File: config.mk
export PLATFORM = sky130hd
export DESIGN_NAME = stack_integer_calculator_flat
export DESIGN_NICKNAME = d
export VERILOG_FILES = /design/src/rtl/core/sic_pkg.sv /design/src/rtl/core/sic_if.sv /design/src/rtl/core/sic_stack.sv /design/src/rtl/core/sic_alu.sv /design/src/rtl/core/stack_integer_calculator.sv /design/src/flat_wrapper.sv
export SDC_FILE = /design/constraint.sdc
export NUM_CORES = 1
export LEC_CHECK = 0
export BUFFER_PORTS_ARGS = -buffer_cell sky130_fd_sc_hd__buf_2
export CAP_MARGIN = 40
export CORE_ASPECT_RATIO = 1.25
export CORE_MARGIN = 2
export CORE_UTILIZATION = 40
export CTS_BUF_LIST = sky130_fd_sc_hd__clkbuf_16
export DETAILED_ROUTE_END_ITERATION = 16
export PLACE_DENSITY = 0.53
export SETUP_SLACK_MARGIN = 0.02
export SLEW_MARGIN = 10
export SYNTH_ARGS = -nofsm -noshare
export SYNTH_HDL_FRONTEND = slang
export SYNTH_SLANG_ARGS = --single-unit
File: constraint.sdc
create_clock -name clk_i -period 6.7 [get_ports clk_i]
set_input_delay 1.005 -clock clk_i [delete_from_list [all_inputs] [get_ports clk_i]]
set_output_delay 1.005 -clock clk_i [all_outputs]
set_load 0.03 [all_outputs]
File: src/rtl/core/sic_pkg.sv
package sic_pkg;

  localparam int unsigned WORD_W = 32;

  typedef enum logic [2:0] {
    OP_PUSH = 3'd0,
    OP_ADD  = 3'd1,
    OP_SUB  = 3'd2,
    OP_MUL  = 3'd3,
    OP_DIV  = 3'd4
  } opcode_e;

  localparam logic [1:0] ST_OK    = 2'd0;
  localparam logic [1:0] ST_OVF   = 2'd1;
  localparam logic [1:0] ST_UNDER = 2'd2;
  localparam logic [1:0] ST_DZ    = 2'd3;

  typedef struct packed {
    logic    start;
    opcode_e op;
  } alu_req_t;

  typedef struct packed {
    logic done;
    logic div_zero;
  } alu_rsp_t;

endpackage

File: src/rtl/core/sic_if.sv
interface sic_in_if;
  logic               valid;
  logic               ready;
  logic [2:0]         opcode;
  logic signed [31:0] value;

  modport source (output valid, output opcode, output value, input ready);
  modport sink (input valid, input opcode, input value, output ready);
endinterface

interface sic_out_if #(
  parameter int unsigned DEPTH_W = 5
);
  logic               valid;
  logic               ready;
  logic signed [31:0] result;
  logic [1:0]         status;
  logic [DEPTH_W-1:0] depth;

  modport source (output valid, output result, output status, output depth, input ready);
  modport sink (input valid, input result, input status, input depth, output ready);
endinterface

File: src/rtl/core/sic_stack.sv
module sic_stack #(
  parameter int unsigned DEPTH = 16,
  parameter int unsigned AW    = 4
) (
  input  logic          clk_i,
  input  logic          we_i,
  input  logic [AW-1:0] waddr_i,
  input  logic [31:0]   wdata_i,
  input  logic [AW-1:0] raddr_i,
  output logic [31:0]   rdata_o
);

  logic [31:0] mem_q [DEPTH];
  logic [31:0] rdata_q;

  always_ff @(posedge clk_i) begin
    if (we_i) begin
      mem_q[waddr_i] <= wdata_i;
    end
    rdata_q <= mem_q[raddr_i];
  end

  assign rdata_o = rdata_q;

endmodule

File: src/rtl/core/sic_alu.sv
module sic_alu
  import sic_pkg::*;
(
  input  logic              clk_i,
  input  logic              rst_ni,
  input  alu_req_t          req_i,
  input  logic [WORD_W-1:0] a_i,
  input  logic [WORD_W-1:0] b_i,
  output alu_rsp_t          rsp_o,
  output logic [WORD_W-1:0] result_o
);

  localparam int unsigned CNT_W = $clog2(WORD_W);
  localparam logic [CNT_W-1:0] CNT_LAST = CNT_W'(WORD_W - 1);

  typedef enum logic [2:0] {
    A_IDLE,
    A_MUL,
    A_NEGA,
    A_NEGB,
    A_DIV,
    A_NEGQ,
    A_DONE
  } alu_state_e;

  alu_state_e        state_q, state_d;
  logic [WORD_W-1:0] acc_q, acc_d;
  logic [WORD_W-1:0] opa_q, opa_d;
  logic [WORD_W-1:0] opb_q, opb_d;
  logic [CNT_W-1:0]  cnt_q, cnt_d;
  logic              neg_q, neg_d;
  logic              dz_q, dz_d;

  logic [WORD_W-1:0] add_x, add_y;
  logic              add_sub;
  logic [WORD_W:0]   add_sum;
  logic [WORD_W-1:0] rem_sh;

  assign rem_sh = {acc_q[WORD_W-2:0], opa_q[WORD_W-1]};

  // The one shared adder. In subtract mode the carry out means x >= y.
  always_comb begin
    unique case (state_q)
      A_IDLE: begin
        add_x   = a_i;
        add_y   = b_i;
        add_sub = (req_i.op == OP_SUB);
      end
      A_MUL: begin
        add_x   = acc_q;
        add_y   = opa_q;
        add_sub = 1'b0;
      end
      A_NEGA: begin
        add_x   = '0;
        add_y   = opa_q;
        add_sub = 1'b1;
      end
      A_NEGB: begin
        add_x   = '0;
        add_y   = opb_q;
        add_sub = 1'b1;
      end
      A_DIV: begin
        add_x   = rem_sh;
        add_y   = opb_q;
        add_sub = 1'b1;
      end
      A_NEGQ: begin
        add_x   = '0;
        add_y   = opa_q;
        add_sub = 1'b1;
      end
      A_DONE: begin
        add_x   = '0;
        add_y   = '0;
        add_sub = 1'b0;
      end
      default: begin
        add_x   = '0;
        add_y   = '0;
        add_sub = 1'b0;
      end
    endcase
  end

  assign add_sum = {1'b0, add_x} + {1'b0, (add_sub ? ~add_y : add_y)}
                 + {{WORD_W{1'b0}}, add_sub};

  always_comb begin
    state_d = state_q;
    acc_d   = acc_q;
    opa_d   = opa_q;
    opb_d   = opb_q;
    cnt_d   = cnt_q;
    neg_d   = neg_q;
    dz_d    = dz_q;
    unique case (state_q)
      A_IDLE: begin
        if (req_i.start) begin
          dz_d = 1'b0;
          unique case (req_i.op) inside
            OP_ADD, OP_SUB: begin
              acc_d   = add_sum[WORD_W-1:0];
              state_d = A_DONE;
            end
            OP_MUL: begin
              acc_d   = '0;
              opa_d   = a_i;
              opb_d   = b_i;
              cnt_d   = '0;
              state_d = A_MUL;
            end
            OP_DIV: begin
              if (b_i == '0) begin
                acc_d   = '0;
                dz_d    = 1'b1;
                state_d = A_DONE;
              end else begin
                opa_d   = a_i;
                opb_d   = b_i;
                neg_d   = a_i[WORD_W-1] ^ b_i[WORD_W-1];
                state_d = A_NEGA;
              end
            end
            default: begin
              acc_d   = '0;
              state_d = A_DONE;
            end
          endcase
        end
      end
      A_MUL: begin
        if (opb_q[0]) begin
          acc_d = add_sum[WORD_W-1:0];
        end
        opa_d = {opa_q[WORD_W-2:0], 1'b0};
        opb_d = {1'b0, opb_q[WORD_W-1:1]};
        cnt_d = cnt_q + CNT_W'(1);
        if (cnt_q == CNT_LAST) begin
          state_d = A_DONE;
        end
      end
      A_NEGA: begin
        if (opa_q[WORD_W-1]) begin
          opa_d = add_sum[WORD_W-1:0];
        end
        state_d = A_NEGB;
      end
      A_NEGB: begin
        if (opb_q[WORD_W-1]) begin
          opb_d = add_sum[WORD_W-1:0];
        end
        acc_d   = '0;
        cnt_d   = '0;
        state_d = A_DIV;
      end
      A_DIV: begin
        acc_d = add_sum[WORD_W] ? add_sum[WORD_W-1:0] : rem_sh;
        opa_d = {opa_q[WORD_W-2:0], add_sum[WORD_W]};
        cnt_d = cnt_q + CNT_W'(1);
        if (cnt_q == CNT_LAST) begin
          state_d = A_NEGQ;
        end
      end
      A_NEGQ: begin
        acc_d   = neg_q ? add_sum[WORD_W-1:0] : opa_q;
        state_d = A_DONE;
      end
      A_DONE: begin
        state_d = A_IDLE;
      end
      default: begin
        state_d = A_IDLE;
      end
    endcase
  end

  always_ff @(posedge clk_i or negedge rst_ni) begin
    if (!rst_ni) begin
      state_q <= A_IDLE;
      cnt_q   <= '0;
    end else begin
      state_q <= state_d;
      cnt_q   <= cnt_d;
    end
  end

  always_ff @(posedge clk_i) begin
    acc_q <= acc_d;
    opa_q <= opa_d;
    opb_q <= opb_d;
    neg_q <= neg_d;
    dz_q  <= dz_d;
  end

  assign rsp_o.done     = (state_q == A_DONE);
  assign rsp_o.div_zero = dz_q;
  assign result_o       = acc_q;

endmodule

File: src/rtl/core/stack_integer_calculator.sv
// Push goes from decode straight to the output register; add, subtract, multiply and
// divide pop two operands, run them through the ALU and push the result.
// Multiply and divide work one bit per cycle through the shared adder;
// a divide by zero skips the bit loop. One item is in flight at a time;
// a result still waiting in the output register holds the next one back.
// Reset is asynchronous and active low; it empties the stack and drops any pending result.
module stack_integer_calculator
  import sic_pkg::*;
#(
  parameter int unsigned STACK_DEPTH = 16
) (
  input  logic             clk_i,
  input  logic             rst_ni,
  sic_in_if.sink           in_i,
  sic_out_if.source        out_o
);

  localparam int unsigned AW = (STACK_DEPTH > 1) ? $clog2(STACK_DEPTH) : 1;
  localparam int unsigned CW = $clog2(STACK_DEPTH + 1);
  localparam logic [CW-1:0] FULL = CW'(STACK_DEPTH);

  typedef enum logic [2:0] {
    S_IDLE,
    S_DECODE,
    S_POPA,
    S_POPB,
    S_START,
    S_EXEC,
    S_OUT
  } state_e;

  state_e            state_q, state_d;
  logic [CW-1:0]     count_q, count_d;
  logic              out_valid_q, out_valid_d;
  logic [2:0]        op_q, op_d;
  logic [WORD_W-1:0] val_q, val_d;
  logic [WORD_W-1:0] a_q, a_d;
  logic [WORD_W-1:0] b_q, b_d;
  logic              a_hit_q, a_hit_d;
  logic              b_hit_q, b_hit_d;
  logic              under_q, under_d;
  logic [WORD_W-1:0] res_q, res_d;
  logic [1:0]        status_q, status_d;
  logic [WORD_W-1:0] out_result_q, out_result_d;
  logic [1:0]        out_status_q, out_status_d;
  logic [CW-1:0]     out_depth_q, out_depth_d;

  logic [CW-1:0]     count_dec;
  logic              mem_we;
  logic [AW-1:0]     mem_waddr;
  logic [WORD_W-1:0] mem_wdata;
  logic [WORD_W-1:0] mem_rdata;
  alu_req_t          alu_req;
  alu_rsp_t          alu_rsp;
  logic [WORD_W-1:0] alu_result;

  assign count_dec = count_q - CW'(1);

  sic_stack #(
    .DEPTH (STACK_DEPTH),
    .AW    (AW)
  ) u_stack (
    .clk_i   (clk_i),
    .we_i    (mem_we),
    .waddr_i (mem_waddr),
    .wdata_i (mem_wdata),
    .raddr_i (count_dec[AW-1:0]),
    .rdata_o (mem_rdata)
  );

  sic_alu u_alu (
    .clk_i    (clk_i),
    .rst_ni   (rst_ni),
    .req_i    (alu_req),
    .a_i      (a_q),
    .b_i      (b_q),
    .rsp_o    (alu_rsp),
    .result_o (alu_result)
  );

  always_comb begin
    state_d      = state_q;
    count_d      = count_q;
    out_valid_d  = out_valid_q && !out_o.ready;
    op_d         = op_q;
    val_d        = val_q;
    a_d          = a_q;
    b_d          = b_q;
    a_hit_d      = a_hit_q;
    b_hit_d      = b_hit_q;
    under_d      = under_q;
    res_d        = res_q;
    status_d     = status_q;
    out_result_d = out_result_q;
    out_status_d = out_status_q;
    out_depth_d  = out_depth_q;
    mem_we       = 1'b0;
    mem_waddr    = count_q[AW-1:0];
    mem_wdata    = val_q;
    alu_req      = '{start: 1'b0, op: opcode_e'(op_q)};
    unique case (state_q)
      S_IDLE: begin
        if (in_i.valid) begin
          op_d    = in_i.opcode;
          val_d   = in_i.value;
          state_d = S_DECODE;
        end
      end
      S_DECODE: begin
        unique case (op_q) inside
          OP_PUSH: begin
            res_d = val_q;
            if (count_q < FULL) begin
              mem_we   = 1'b1;
              count_d  = count_q + CW'(1);
              status_d = ST_OK;
            end else begin
              status_d = ST_OVF;
            end
            state_d = S_OUT;
          end
          OP_ADD, OP_SUB, OP_MUL, OP_DIV: begin
            a_hit_d = (count_q != '0);
            if (count_q != '0) begin
              count_d = count_dec;
            end
            state_d = S_POPA;
          end
          default: begin
            res_d    = '0;
            status_d = ST_OK;
            state_d  = S_OUT;
          end
        endcase
      end
      S_POPA: begin
        a_d     = a_hit_q ? mem_rdata : '1;
        b_hit_d = (count_q != '0);
        if (count_q != '0) begin
          count_d = count_dec;
        end
        state_d = S_POPB;
      end
      S_POPB: begin
        b_d     = b_hit_q ? mem_rdata : '1;
        under_d = !(a_hit_q && b_hit_q);
        state_d = S_START;
      end
      S_START: begin
        alu_req.start = 1'b1;
        state_d       = S_EXEC;
      end
      S_EXEC: begin
        if (alu_rsp.done) begin
          res_d     = alu_result;
          mem_wdata = alu_result;
          if (under_q) begin
            status_d = ST_UNDER;
          end else if (alu_rsp.div_zero) begin
            status_d = ST_DZ;
          end else if (count_q >= FULL) begin
            status_d = ST_OVF;
          end else begin
            status_d = ST_OK;
          end
          if (count_q < FULL) begin
            mem_we  = 1'b1;
            count_d = count_q + CW'(1);
          end
          state_d = S_OUT;
        end
      end
      S_OUT: begin
        if (!out_valid_q || out_o.ready) begin
          out_valid_d  = 1'b1;
          out_result_d = res_q;
          out_status_d = status_q;
          out_depth_d  = count_q;
          state_d      = S_IDLE;
        end
      end
      default: begin
        state_d = S_IDLE;
      end
    endcase
  end

  always_ff @(posedge clk_i or negedge rst_ni) begin
    if (!rst_ni) begin
      state_q     <= S_IDLE;
      count_q     <= '0;
      out_valid_q <= 1'b0;
    end else begin
      state_q     <= state_d;
      count_q     <= count_d;
      out_valid_q <= out_valid_d;
    end
  end

  always_ff @(posedge clk_i) begin
    op_q         <= op_d;
    val_q        <= val_d;
    a_q          <= a_d;
    b_q          <= b_d;
    a_hit_q      <= a_hit_d;
    b_hit_q      <= b_hit_d;
    under_q      <= under_d;
    res_q        <= res_d;
    status_q     <= status_d;
    out_result_q <= out_result_d;
    out_status_q <= out_status_d;
    out_depth_q  <= out_depth_d;
  end

  assign in_i.ready   = (state_q == S_IDLE);
  assign out_o.valid  = out_valid_q;
  assign out_o.result = out_result_q;
  assign out_o.status = out_status_q;
  assign out_o.depth  = out_depth_q;

endmodule

File: src/flat_wrapper.sv
// flat-port wrapper written by rule: the top's interface ports become plain ports
module stack_integer_calculator_flat import sic_pkg::*;
#(
  parameter int unsigned STACK_DEPTH = 16
)
  (clk_i, rst_ni, in_i_valid, in_i_opcode, in_i_value, in_i_ready, out_o_valid, out_o_result, out_o_status, out_o_depth, out_o_ready);
  sic_in_if in_i_i ();
  sic_out_if out_o_i ();
  input  logic clk_i;
  input  logic rst_ni;
  input wire logic [$bits(in_i_i.valid)-1:0] in_i_valid;
  input wire logic [$bits(in_i_i.opcode)-1:0] in_i_opcode;
  input wire logic [$bits(in_i_i.value)-1:0] in_i_value;
  output wire logic [$bits(in_i_i.ready)-1:0] in_i_ready;
  output wire logic [$bits(out_o_i.valid)-1:0] out_o_valid;
  output wire logic [$bits(out_o_i.result)-1:0] out_o_result;
  output wire logic [$bits(out_o_i.status)-1:0] out_o_status;
  output wire logic [$bits(out_o_i.depth)-1:0] out_o_depth;
  input wire logic [$bits(out_o_i.ready)-1:0] out_o_ready;
  assign in_i_i.valid = in_i_valid;
  assign in_i_i.opcode = in_i_opcode;
  assign in_i_i.value = in_i_value;
  assign in_i_ready = in_i_i.ready;
  assign out_o_valid = out_o_i.valid;
  assign out_o_result = out_o_i.result;
  assign out_o_status = out_o_i.status;
  assign out_o_depth = out_o_i.depth;
  assign out_o_i.ready = out_o_ready;
  stack_integer_calculator #(.STACK_DEPTH(STACK_DEPTH)) u_core (.clk_i(clk_i), .rst_ni(rst_ni), .in_i(in_i_i), .out_o(out_o_i));
endmodule
==> summary.txt <==
Logic synthesis
  – Net count after synthesis: 2388
  – YS warnings: 0
  – Post-synth EDFFs: 785
  – Yosys cell types: 74
  – Sequential fraction of the synthesis area: 0.6760
  – Post-synthesis cell count: approximately 2300
  – Synth top area share: 0.6467
  – Register bit total from synthesis: 834
  – Synthesized cell area: roughly 36000 µm²
  – Post-synth top area cell: edfxtp_1
  – Mean post-synth cell area: 15.77 µm²
  – FFs w/ async S/R, synth: 0.02038
  – Synth top area cells: edfxtp_1 65%, mux4_2 9.9%, a22oi_1 2.3%, dfxtp_1 1.8%, mux2i_1 1.8%
  – Ys flop type: edfxtp_1

STA
  – Headroom to the max-slew limit: 0.2850
  – RSZ-0062 raised after global routing: false
  – Fin crit period: 5.720 ns
  – Final Hold Vio Count: 0
  – Max Slew Vio Count: 0
  – Ratio of final minimum period to clock period: 0.8537
  – Endpoints failing setup: 0
  – Achievable frequency: 174.8 MHz
  – Least-Margin Pin Slew: roughly 1.1 ns
  – Total negative slack: 0 ns
  – Clock Skews: 0.02074 ns
  – Hold slack final: 0.3330 ns

CTS
  – Setup bufs post-CTS: 0
  – Clock sink total: roughly 830
  – CTS tree: yes
  – Clock Pin Slew Worst Setup and Hold Paths: 0.06 ns
  – Bufs on Longest Clock Path: 3
  – Post-CTS sizing: 0
  – Root Driver: clkbuf_16
  – Worst-Skew Late Latency: 0.64 ns
  – Hold-fix buffers, CTS: 0
  – # H-tree levels: 3
  – Inserted Clock Buffers: 86

Routing
  – Routed WL: 103.6 mm
  – DR DRC count: 0
  – DRT antenna net count: 0
  – Total iterations of the first detailed-routing run: 6
  – Via/cell ratio: 5.949
  – Average wire per standard cell: roughly 28 µm
  – Drt initial violations: 2221
  – Via count: 21736

Floorplan
  – Die Footprint: a little over 90000 µm²
  – Initial Util: 0.4042
  – Row Count: 123
  – Placeable Area: 90180 µm²
  – I/O pins: 80
  – Die Height: 341.5 µm
  – Die width: approximately 270 µm

Final layout
  – Largest Register: u_core.u_stack.mem_q
  – Fill cells: between 7000 and 8000
  – Post-Layout Cell Count: 3654
  – Layout area overhead: 13.74%
  – Share of layout cells above drive strength 1: 0.2076
  – Largest register FFs: 512
  – Nets: 2474
  – Post-layout util: 0.4597

Worst setup path
  – R2R Path Start: u_core.u_alu.state_q[2]
  – FF-to-FF End: u_core.u_alu.result_o[10]
  – WS Path Type: reg -> reg
  – Required @ worst endpoint: 7.05 ns
  – Worst setup EP type: flop
  – Critical path launch point type: flop
  – Reg2Reg Depth: 14
  – Maximum fanout along the worst path: 41
  – R2r setup slk: 0.98 ns
  – CP arrival: about 6.1 ns

Placed design
  – Dpl cells: around 3500
  – Port Buf Inserts: 79
  – HPWL Detailed: 68.15 mm
  – RD Place Congestion: 0.9465

Global routing
  – First-pass GRT wire length: 151.9 mm
  – Number of global-route vias before repair: 22046
  – Largest net degree at the start of global routing: 115
  – Antenna violations before repair: 3
  – Global route overflow: 0
  – GRT Total Usage: 0.2216

Job
  – Maxcap violations: 0

Run status
  – Status: finished, final reports clean

Worst hold path
  – Hold Crit Class: in -> async
==> stage by stage <==
stage,worst slack (ns),instance area (µm²)
floorplan,1.509,36450
global placement,1.267,38470
detailed placement,1.164,38770
CTS,1.167,41450
global route,0.7414,41450
finish,0.9803,41460
==> logic make-up after synthesis <==
logic type	Yosys count	share of synthesized area
AOI/OAI and AO/OA	533	0.09481
xor gates and xnor gates	67	0.01631
buffers and inverters	173	0.01843
and+or+nand+nor	407	0.05358
muxes	259	0.1277
adders and majority gates	38	0.01325
DFF	834	0.6760
==> layout by cell type, fill, tap and decap left out, drive strengths merged, types with 8 or more instances in the layout <==
cell type	n
o22ai	34
xnor2	50
nand2	71
dfrtp	17
nand2b	72
inv	45
nor2	161
nor4	11
nand4	14
clkbuf	88
nand3	11
clkinv	40
a21oi	122
buf	148
nor3	19
a21o	21
o21ai	136
edfxtp	785
o21a	11
mux2i	65
dfxtp	32
a22oi	114
a22o	37
ha	37
and2	9
mux4	160
nor2b	11
xor2	17
mux2	34
o211ai	8
==> how the worst max path moves through the flow <==
stage	start	endpoint	slack [ns]	cells after the start
after floorplan	u_core.count_q[0]	u_core.u_stack.mem_q[0][0]	1.51	7
after global placement	u_core.u_alu.state_q[2]	u_core.u_alu.result_o[28]	1.27	16
after detailed placement	u_core.u_alu.state_q[2]	u_core.u_alu.result_o[10]	1.16	14
after CTS	u_core.u_alu.state_q[2]	u_core.u_alu.result_o[10]	1.17	14
after global routing	u_core.u_alu.state_q[2]	u_core.u_alu.result_o[10]	0.74	14
final	u_core.u_alu.state_q[2]	u_core.u_alu.result_o[10]	0.98	14
==> Yosys cell counts, types with 8 or more instances <==
master	instances
inv_1	20
nand3_1	11
xnor2_1	49
mux2_2	33
mux2i_1	64
nor2b_1	11
ha_1	37
a21oi_1	119
clkbuf_1	114
o22ai_1	34
o21ai_1	40
o21ai_0	95
o21a_1	10
buf_2	9
mux4_2	160
nor3_1	19
nor2_1	161
nor4_1	10
a22o_1	37
nand2_1	71
buf_1	25
dfxtp_1	32
dfrtp_1	17
edfxtp_1	785
a21o_1	21
nand4_1	14
and2_1	9
nand2b_1	72
xor2_1	17
a22oi_1	114
o211ai_1	8
==> worst max-delay path, cell delays in order (launching register included) <==
cell and delay [ns]:
dfrtp_2 0.92, nor2b_4 0.66, buf_4 0.50, a22oi_1 0.12, o22ai_1 0.28, xnor2_1 0.13
ha_1 0.37, a21oi_1 0.53, o21ai_0 0.18, nor3_1 0.32, nor2b_1 0.19, a211o_1 0.21
o21a_1 0.60, buf_4 0.30, o21ai_1 0.08
==> routing by layer <==
layer,part of all wire,GRT usage
met5,0.00013,0
met1,0.42,0.3002
met3,0.061,0.03193
met2,0.49,0.3682
met4,0.031,0.07303
==> area by class of cell <==
type	instances	area, µm²	share of cell area
Clock inverter	69	478.0	0.01153
Tap cell	1187	1485	0.03582
Antenna cell	1	2.502	0.00006036
Clock buffer	88	2202	0.05312
Sequential cell	834	24650	0.5946
Multi-Input combinational cell	1304	11390	0.2749
Timing Repair Buffer	148	1160	0.02798
Inverter	23	86.33	0.002082
Power is not shown: default switching activity piles up to over one toggle a cycle in this logic, so the estimate is an artifact.
